$ cat config.mk
export PLATFORM = sky130hd
export DESIGN_NAME = net_header_parser_top
export DESIGN_NICKNAME = d
export VERILOG_FILES = /design/src/hw/rtl/nhp_pkg.sv /design/src/hw/rtl/nhp_parse.sv /design/src/hw/rtl/net_header_parser_top.sv
export SDC_FILE = /design/constraint.sdc
export NUM_CORES = 1
export LEC_CHECK = 0
export BUFFER_PORTS_ARGS = -buffer_cell sky130_fd_sc_hd__buf_2
export CORE_MARGIN = 5
export CORE_UTILIZATION = 46
export CTS_BUF_LIST = sky130_fd_sc_hd__clkbuf_4 sky130_fd_sc_hd__clkbuf_8
export CTS_CLUSTER_DIAMETER = 30
export DETAILED_ROUTE_END_ITERATION = 8
export PLACE_DENSITY_LB_ADDON = 0.1
export SYNTH_ARGS = -nofsm -noshare
export SYNTH_HDL_FRONTEND = slang
export SYNTH_SLANG_ARGS = --single-unit
$ cat constraint.sdc
create_clock -name i_clk -period 7.6 [get_ports i_clk]
set_input_delay 0 -clock i_clk [delete_from_list [all_inputs] [get_ports i_clk]]
set_output_delay 0 -clock i_clk [all_outputs]
set_load 0.05 [all_outputs]
$ cat src/hw/rtl/nhp_pkg.sv
// ----------------------------------------------------------------------------
// nhp_pkg
// shared types, constants and header decode functions for the header parser
// ----------------------------------------------------------------------------
package nhp_pkg;

    // header byte check
    localparam logic [7:0] HDR_MASK  = 8'hc8;
    localparam logic [7:0] HDR_MATCH = 8'h80;

    // address kind bytes
    localparam logic [7:0] KIND_LOCAL = 8'h80;
    localparam logic [7:0] KIND_XNET  = 8'ha0;
    localparam logic [7:0] KIND_MCAST = 8'hf0;

    // result status codes
    localparam logic [1:0] ST_OK      = 2'd0;
    localparam logic [1:0] ST_BAD_HDR = 2'd1;
    localparam logic [1:0] ST_SHORT   = 2'd2;

    // byte positions within a frame
    localparam logic [3:0] POS_SRC_MAC = 4'd0;
    localparam logic [3:0] POS_DST_MAC = 4'd1;
    localparam logic [3:0] POS_LEN     = 4'd2;
    localparam logic [3:0] POS_HDR     = 4'd3;
    localparam logic [3:0] POS_FIELD0  = 4'd4;

    // slots of collected header fields
    localparam logic [2:0] SL_SRC_NET   = 3'd0;
    localparam logic [2:0] SL_DST_NET   = 3'd2;
    localparam logic [2:0] SL_SPORT_LO  = 3'd4;
    localparam logic [2:0] SL_SPORT_HI  = 3'd5;
    localparam logic [2:0] SL_DPORT_LO  = 3'd6;
    localparam logic [2:0] SL_DPORT_HI  = 3'd7;

    typedef struct packed {
        logic [7:0] frame_byte;
        logic       frame_start;
    } t_in_word;

    typedef struct packed {
        logic [7:0]  src_kind;
        logic [7:0]  src_net;
        logic [7:0]  src_node;
        logic [7:0]  dst_kind;
        logic [7:0]  dst_net;
        logic [7:0]  dst_node;
        logic [15:0] src_port;
        logic [15:0] dst_port;
        logic [7:0]  bus_src_mac;
        logic [7:0]  payload_len;
        logic [3:0]  payload_offset;
        logic [1:0]  status;
    } t_out_word;

    typedef struct packed {
        logic      valid;
        t_out_word word;
    } t_result;

    // header length in bytes, 3 to 9
    function automatic logic [3:0] hdr_len(input logic [7:0] h);
        logic [3:0] n;
        n = 4'd3;
        if (h[4]) n = n + 4'd2;
        if (h[5] | h[4]) n = n + 4'd2;
        if (h[1]) n = n + 4'd1;
        if (h[0]) n = n + 4'd1;
        return n;
    endfunction

    // field slot for header byte k, k counted from 1
    function automatic logic [2:0] slot_for(input logic [7:0] h, input logic [3:0] k);
        logic [3:0] r;
        logic [3:0] na;
        logic [3:0] nb;
        logic [2:0] s;
        r  = k - 4'd1;
        na = h[4] ? 4'd2 : 4'd0;
        nb = (h[5] | h[4]) ? 4'd2 : 4'd0;
        s  = SL_DPORT_HI;
        if (r < na) begin
            s = r[2:0];
        end else begin
            r = r - na;
            if (r < nb) begin
                s = SL_DST_NET + r[2:0];
            end else begin
                r = r - nb;
                if (r == 4'd0) begin
                    s = SL_SPORT_LO;
                end else begin
                    r = r - 4'd1;
                    if (h[1] && r == 4'd0) begin
                        s = SL_SPORT_HI;
                    end else begin
                        if (h[1]) r = r - 4'd1;
                        s = (r == 4'd0) ? SL_DPORT_LO : SL_DPORT_HI;
                    end
                end
            end
        end
        return s;
    endfunction

endpackage

$ cat src/hw/rtl/nhp_parse.sv
// ----------------------------------------------------------------------------
// nhp_parse
// frame position tracking, header field capture and result decode
// ----------------------------------------------------------------------------
module nhp_parse import nhp_pkg::*; (
    input  logic       i_clk,
    input  logic       i_rst_n,
    input  logic       i_step,
    input  t_in_word   i_word,
    input  logic [7:0] i_local_net,
    output t_result    o_res
);

    logic [3:0] r_pos,    n_pos;
    logic       r_active, n_active;
    logic [7:0] r_hdr,    n_hdr;
    logic [7:0] r_src,    n_src;
    logic [7:0] r_dst,    n_dst;
    logic [7:0] r_len,    n_len;
    logic [3:0] r_total,  n_total;
    logic [7:0] r_fc [8];
    logic [7:0] n_fc [8];

    logic [3:0] w_pos;
    logic       w_active;
    logic [3:0] w_k;
    logic [7:0] w_b;
    t_result    w_res;

    assign w_b = i_word.frame_byte;

    always_comb begin
        n_pos    = r_pos;
        n_active = r_active;
        n_hdr    = r_hdr;
        n_src    = r_src;
        n_dst    = r_dst;
        n_len    = r_len;
        n_total  = r_total;
        n_fc     = r_fc;
        w_res    = '0;
        w_pos    = r_pos;
        w_active = r_active;
        if (i_step) begin
            // a start byte always restarts the frame
            if (i_word.frame_start) begin
                w_pos    = POS_SRC_MAC;
                w_active = 1'b1;
                n_fc     = '{default: 8'h00};
            end
        end
        w_k = w_pos - POS_HDR;
        if (i_step) begin
            n_pos    = w_pos;
            n_active = w_active;
            if (w_active) begin
                unique case (w_pos)
                    POS_SRC_MAC: begin
                        n_src = w_b;
                        n_pos = POS_DST_MAC;
                    end
                    POS_DST_MAC: begin
                        n_dst = w_b;
                        n_pos = POS_LEN;
                    end
                    POS_LEN: begin
                        n_len = w_b;
                        n_pos = POS_HDR;
                    end
                    POS_HDR: begin
                        n_hdr = w_b;
                        if ((w_b & HDR_MASK) != HDR_MATCH) begin
                            n_active                = 1'b0;
                            w_res.valid             = 1'b1;
                            w_res.word.bus_src_mac  = r_src;
                            w_res.word.status       = ST_BAD_HDR;
                        end else begin
                            n_total = hdr_len(w_b);
                            n_pos   = POS_FIELD0;
                        end
                    end
                    default: begin
                        n_fc[slot_for(r_hdr, w_k)] = w_b;
                        if ((w_k + 4'd1) < r_total) begin
                            n_pos = w_pos + 4'd1;
                        end else begin
                            n_active    = 1'b0;
                            w_res.valid = 1'b1;
                            if (r_hdr[4]) begin
                                w_res.word.src_kind = KIND_XNET;
                                w_res.word.src_net  = n_fc[SL_SRC_NET];
                                w_res.word.src_node = n_fc[SL_SRC_NET + 3'd1];
                            end else begin
                                w_res.word.src_kind = KIND_LOCAL;
                                w_res.word.src_net  = i_local_net;
                                w_res.word.src_node = r_src;
                            end
                            if (r_hdr[5] | r_hdr[4]) begin
                                w_res.word.dst_kind = r_hdr[5] ? KIND_MCAST : KIND_XNET;
                                w_res.word.dst_net  = n_fc[SL_DST_NET];
                                w_res.word.dst_node = n_fc[SL_DST_NET + 3'd1];
                            end else begin
                                w_res.word.dst_kind = KIND_LOCAL;
                                w_res.word.dst_net  = i_local_net;
                                w_res.word.dst_node = r_dst;
                            end
                            w_res.word.src_port = {r_hdr[1] ? n_fc[SL_SPORT_HI] : 8'h00,
                                                   n_fc[SL_SPORT_LO]};
                            w_res.word.dst_port = {r_hdr[0] ? n_fc[SL_DPORT_HI] : 8'h00,
                                                   n_fc[SL_DPORT_LO]};
                            w_res.word.bus_src_mac    = r_src;
                            w_res.word.payload_offset = POS_HDR + r_total;
                            if (r_len < {4'h0, r_total}) begin
                                w_res.word.payload_len = 8'h00;
                                w_res.word.status      = ST_SHORT;
                            end else begin
                                w_res.word.payload_len = r_len - {4'h0, r_total};
                                w_res.word.status      = ST_OK;
                            end
                        end
                    end
                endcase
            end
        end
    end

    assign o_res = w_res;

    always_ff @(posedge i_clk) begin
        if (!i_rst_n) begin
            r_pos    <= POS_SRC_MAC;
            r_active <= 1'b0;
        end else begin
            r_pos    <= n_pos;
            r_active <= n_active;
        end
    end

    always_ff @(posedge i_clk) begin
        r_hdr   <= n_hdr;
        r_src   <= n_src;
        r_dst   <= n_dst;
        r_len   <= n_len;
        r_total <= n_total;
        r_fc    <= n_fc;
    end

endmodule

$ cat src/hw/rtl/net_header_parser_top.sv
// ----------------------------------------------------------------------------
// net_header_parser_top
// decodes the bus and network header of received frames, one byte a word
// ----------------------------------------------------------------------------
// result: the byte that ends the header (or the bad header byte) is decoded
//   combinationally from the input register as it steps the parser, and the
//   result word is captured in the output register
// throughput: one frame byte per cycle while no held result stalls the input,
//   set by the single-pass decode between the input and result registers
// reset: synchronous active low; parser idles until a start byte, local_net = 0
// ----------------------------------------------------------------------------
module net_header_parser_top import nhp_pkg::*; (
    input  logic       i_clk,
    input  logic       i_rst_n,
    // frame byte input
    input  logic       i_in_valid,
    output logic       o_in_stall,
    input  t_in_word   i_in_word,
    // decoded header output
    output logic       o_out_valid,
    input  logic       i_out_stall,
    output t_out_word  o_out_word,
    // local_net register write
    input  logic       i_cfg_valid,
    output logic       o_cfg_ready,
    input  logic [7:0] i_cfg_data
);

    // input register
    logic      r_in_valid;
    t_in_word  r_in_word;

    // result register
    logic      r_out_valid;
    t_out_word r_out_word;

    // configuration
    logic [7:0] r_local_net;

    logic      w_adv;      // input word moves into the parser this cycle
    t_result   w_res;

    // the parser may step whenever the result register is empty or drains
    // this cycle; otherwise the word waits in the input register
    assign w_adv      = r_in_valid && (!r_out_valid || !i_out_stall);
    assign o_in_stall = r_in_valid && !w_adv;

    // config writes are always taken
    assign o_cfg_ready = 1'b1;

    always_ff @(posedge i_clk) begin
        if (!i_rst_n) begin
            r_local_net <= 8'h00;
        end else if (i_cfg_valid && o_cfg_ready) begin
            r_local_net <= i_cfg_data;
        end
    end

    // input register, refilled whenever it is not held
    always_ff @(posedge i_clk) begin
        if (!i_rst_n) begin
            r_in_valid <= 1'b0;
        end else if (!o_in_stall) begin
            r_in_valid <= i_in_valid;
        end
    end

    always_ff @(posedge i_clk) begin
        if (!o_in_stall) begin
            r_in_word <= i_in_word;
        end
    end

    nhp_parse u_parse (
        .i_clk       (i_clk),
        .i_rst_n     (i_rst_n),
        .i_step      (w_adv),
        .i_word      (r_in_word),
        .i_local_net (r_local_net),
        .o_res       (w_res)
    );

    // result register: loaded on each parser step (most steps carry no
    // result), otherwise emptied once the word is taken
    always_ff @(posedge i_clk) begin
        if (!i_rst_n) begin
            r_out_valid <= 1'b0;
        end else if (w_adv) begin
            r_out_valid <= w_res.valid;
        end else if (!i_out_stall) begin
            r_out_valid <= 1'b0;
        end
    end

    always_ff @(posedge i_clk) begin
        if (w_adv && w_res.valid) begin
            r_out_word <= w_res.word;
        end
    end

    assign o_out_valid = r_out_valid;
    assign o_out_word  = r_out_word;

    // input only backs up behind a held result
    a_stall_cause: assert property (@(posedge i_clk) disable iff (!i_rst_n)
        o_in_stall |-> (r_out_valid && i_out_stall))
        else $error("input stalled without a held result");

    // a parser result always lands in the result register
    a_res_lands: assert property (@(posedge i_clk) disable iff (!i_rst_n)
        (w_adv && w_res.valid) |=> r_out_valid)
        else $error("parser result lost");

    // a bad header result carries no length or offset
    a_bad_hdr_zero: assert property (@(posedge i_clk) disable iff (!i_rst_n)
        (o_out_valid && o_out_word.status == ST_BAD_HDR) |->
        (o_out_word.payload_len == 8'h00 && o_out_word.payload_offset == 4'h0))
        else $error("bad header result with nonzero length fields");

    // a decoded header places the payload between bytes 6 and 12
    a_offset_range: assert property (@(posedge i_clk) disable iff (!i_rst_n)
        (o_out_valid && o_out_word.status != ST_BAD_HDR) |->
        (o_out_word.payload_offset >= 4'd6 && o_out_word.payload_offset <= 4'd12))
        else $error("payload offset out of range");

endmodule

==> out/results.ini <==
[critical_path]
cp.arrival_ns=5.75
end_kind=flop
startpoint_type=flop
critical_path_required_ns=7.99
r2r-start=u_parse.r_pos[0]
cp-startpoint=u_parse.r_pos[0]
critPathKind=flop to flop
crit_fanout=16

[placed_design]
dpl_cell_area_um2=10820
pre_cts_slack_ns=2.323
dp_hpwl_mm=16.01
gp_congestion=0.8657
numPlacedInstances=1257
portBuffers=115

[sta]
max_slew_margin=0.1182
finalSetupViolations=0
final-max-slew-violation-count=0
setup_tns_ns=0
setup_slack_ns=2.243
hold_viol=0
worstMarginPinSlew_ns=1.323
rsz0062_at_grt=false
layout_min_cycle_time_ns=5.357
skew_ns=0.02688
fmax_mhz=186.7
min_period_over_period=0.7049

[clock_network]
htreeDepth=2
cts_num_sinks=210
worstSkewPairLatency_ns=0.56
cts_tree=done
clk_transition_reported_paths_ns=0.06
numCtsBuffers=47
cts_setup_buffers=0
cts_buffer_depth=3
cts_resized=0
root_buffer=clkbuf_8

[final_layout]
area_delta_synth_final_pct=20.71
drive_gt1_frac=0.2262
diodes=0
final_cell_mix=edfxtp_1, buf_2, dfxtp_1
layout_commonest_cell=edfxtp_1
stdcell_area_um2=12240
fin_nets=1105
final_cells=1381

[power_and_ir_drop]
leakagePower_nw=5.360
p_per_area_nw_per_um2=224.1
max-vdd-ir-drop_mv=0.1727

[logic_synthesis]
async_reset_ff_frac=0
synth.distinct_cells=67
synth_warnings=0
synth.area.top_cells=edfxtp_1, dfxtp_1, mux2i_1
yosysSeqAreaShare=0.5437
synth_top_cell_area_share=0.3878
synth_edf_count=131
syn-cell-area_um2=10140
synth_seq_cells=210
dominantRegCellSynth=edfxtp_1
avgSynthCellArea_um2=11.12
synthCells=912
yosysTopAreaCell=edfxtp_1

[floorplanning]
die_area_um2=25120
rows=54
die_height_um=158.5
core_um2=21760
start_util=0.4662
pin_count=127
die_w_um=158.5

[detailed_routing]
antenna_left=0
drc=0
drt-total-wl_mm=26.55
dr.pass1.iters=5
vias=7385
drt_iter0_drc=384
vias_per_cell=5.348
wl_per_cell_um=19.23

[outcome]
status=completed

[global_routing]
grt_pass1_vias=7114
grt_max_degree=76
antenna_found_initial=0
overflow=0
grt_pass1_wl_mm=40.59
grt_use_total=0.2082

[worst_hold_path]
worstHoldPathType=input pin to flop
min_from=i_in_word[2]

[job]
cap_violations=0

-- cell families after synthesis --
| logic type | after synthesis | synth area share |
|---|---|---|
| mux | 88 | 0.09683 |
| simple gates | 282 | 0.1419 |
| flops | 210 | 0.5437 |
| compound gates | 191 | 0.1243 |
| xor+xnor | 23 | 0.02122 |
| fa+ha+maj | 19 | 0.02418 |
| other cells | 2 | 0.0007404 |
| buf+inv | 97 | 0.04712 |
-- through the flow --
| step | power [W] | util | hold slack [ns] |
|---|---|---|---|
| floorplan | 0.001345 | - | 0.09887 |
| global route | 0.002840 | 0.5628 | 0.1563 |
| global placement | 0.001381 | 0.4975 | 0.1771 |
| finish | 0.002743 | 0.5628 | 0.1706 |
| detailed placement | 0.001382 | 0.4975 | 0.1781 |
| CTS | 0.002759 | 0.5628 | 0.1397 |
-- flip-flops by register name, summed over array words and instances, names as in the netlist, 4 cells and up --
name,cells
u_parse.r_hdr,4
u_parse.r_src,8
u_parse.r_len,8
u_parse.r_total,4
r_local_net,8
r_in_word,9
u_parse.r_dst,8
u_parse.r_fc,64
u_parse.r_pos,4
o_out_word,90
-- per-layer routing --
layer  part of all wire  up-vias  track usage
met1               0.45     3555       0.2872
li1                   -     3565            -
met4              0.017        0      0.05402
met3              0.056       38      0.04132
met5                  0        -            0
met2               0.47      227       0.3384
-- critical path, stage by stage (launching register included) --
cell and delay (ns):
dfxtp_1 0.55, inv_2 0.09, a21oi_4 0.37, ha_1 0.43, xnor2_1 0.44, and2_1 0.20, ha_1 0.24, ha_1 0.39
xnor2_1 0.33, a21oi_1 0.10, or4b_2 0.66, o2bb2ai_1 1.05, nand3_1 0.15, a21oi_1 0.19
-- final cells by class --
type	count	area (um^2)
Fill cell	1922	9512
Sequential cell	210	5515
Multi-Input combinational cell	614	4187
Timing Repair Buffer	167	1061
Clock buffer	54	724.4
Tap cell	280	350.3
Clock inverter	32	316.6
Inverter	24	90.09
-- synthesized netlist by cell type, drive strengths merged (2+ instances only) --
cell type  instances
a32oi              3
nand2             75
a211oi            18
or3                3
dfxtp             79
or2                2
inv               23
edfxtp           131
o21a               6
o21ai             61
and3              10
o31ai             25
nor3               8
conb               2
a21boi             3
nand3             25
a211o              8
a21o               2
mux2              27
or4                3
o22ai              4
clkbuf            39
nor4               2
nand4              3
o211ai             3
nand2b             7
buf               34
a21oi             50
mux2i             61
xor2               4
and2              70
nor2              57
ha                18
nor2b             15
xnor2             18
-- power by group --
part / internal (W) / switching [W] / total (W)
combinational: 0.0000552 / 0.0000959 / 0.000151
clock: 0.000819 / 0.000547 / 0.00137
sequential: 0.00122 / 0.0000116 / 0.00123
-- worst paths after layout --
check	cells past startpoint	slack, ns	end
min reg2reg	2	0.48	u_parse.r_fc[18]
max reg2reg	13	2.24	o_out_word[26]
max	13	2.24	o_out_word[26]
min	2	0.17	r_in_word[2]
-- timing repair --
action,4_1_cts,5_1_grt
hold buffers,38,0
hold endpoints to repair,24,0
endpoints found under the setup margin,0,0
(Power assumes the default switching activity.)
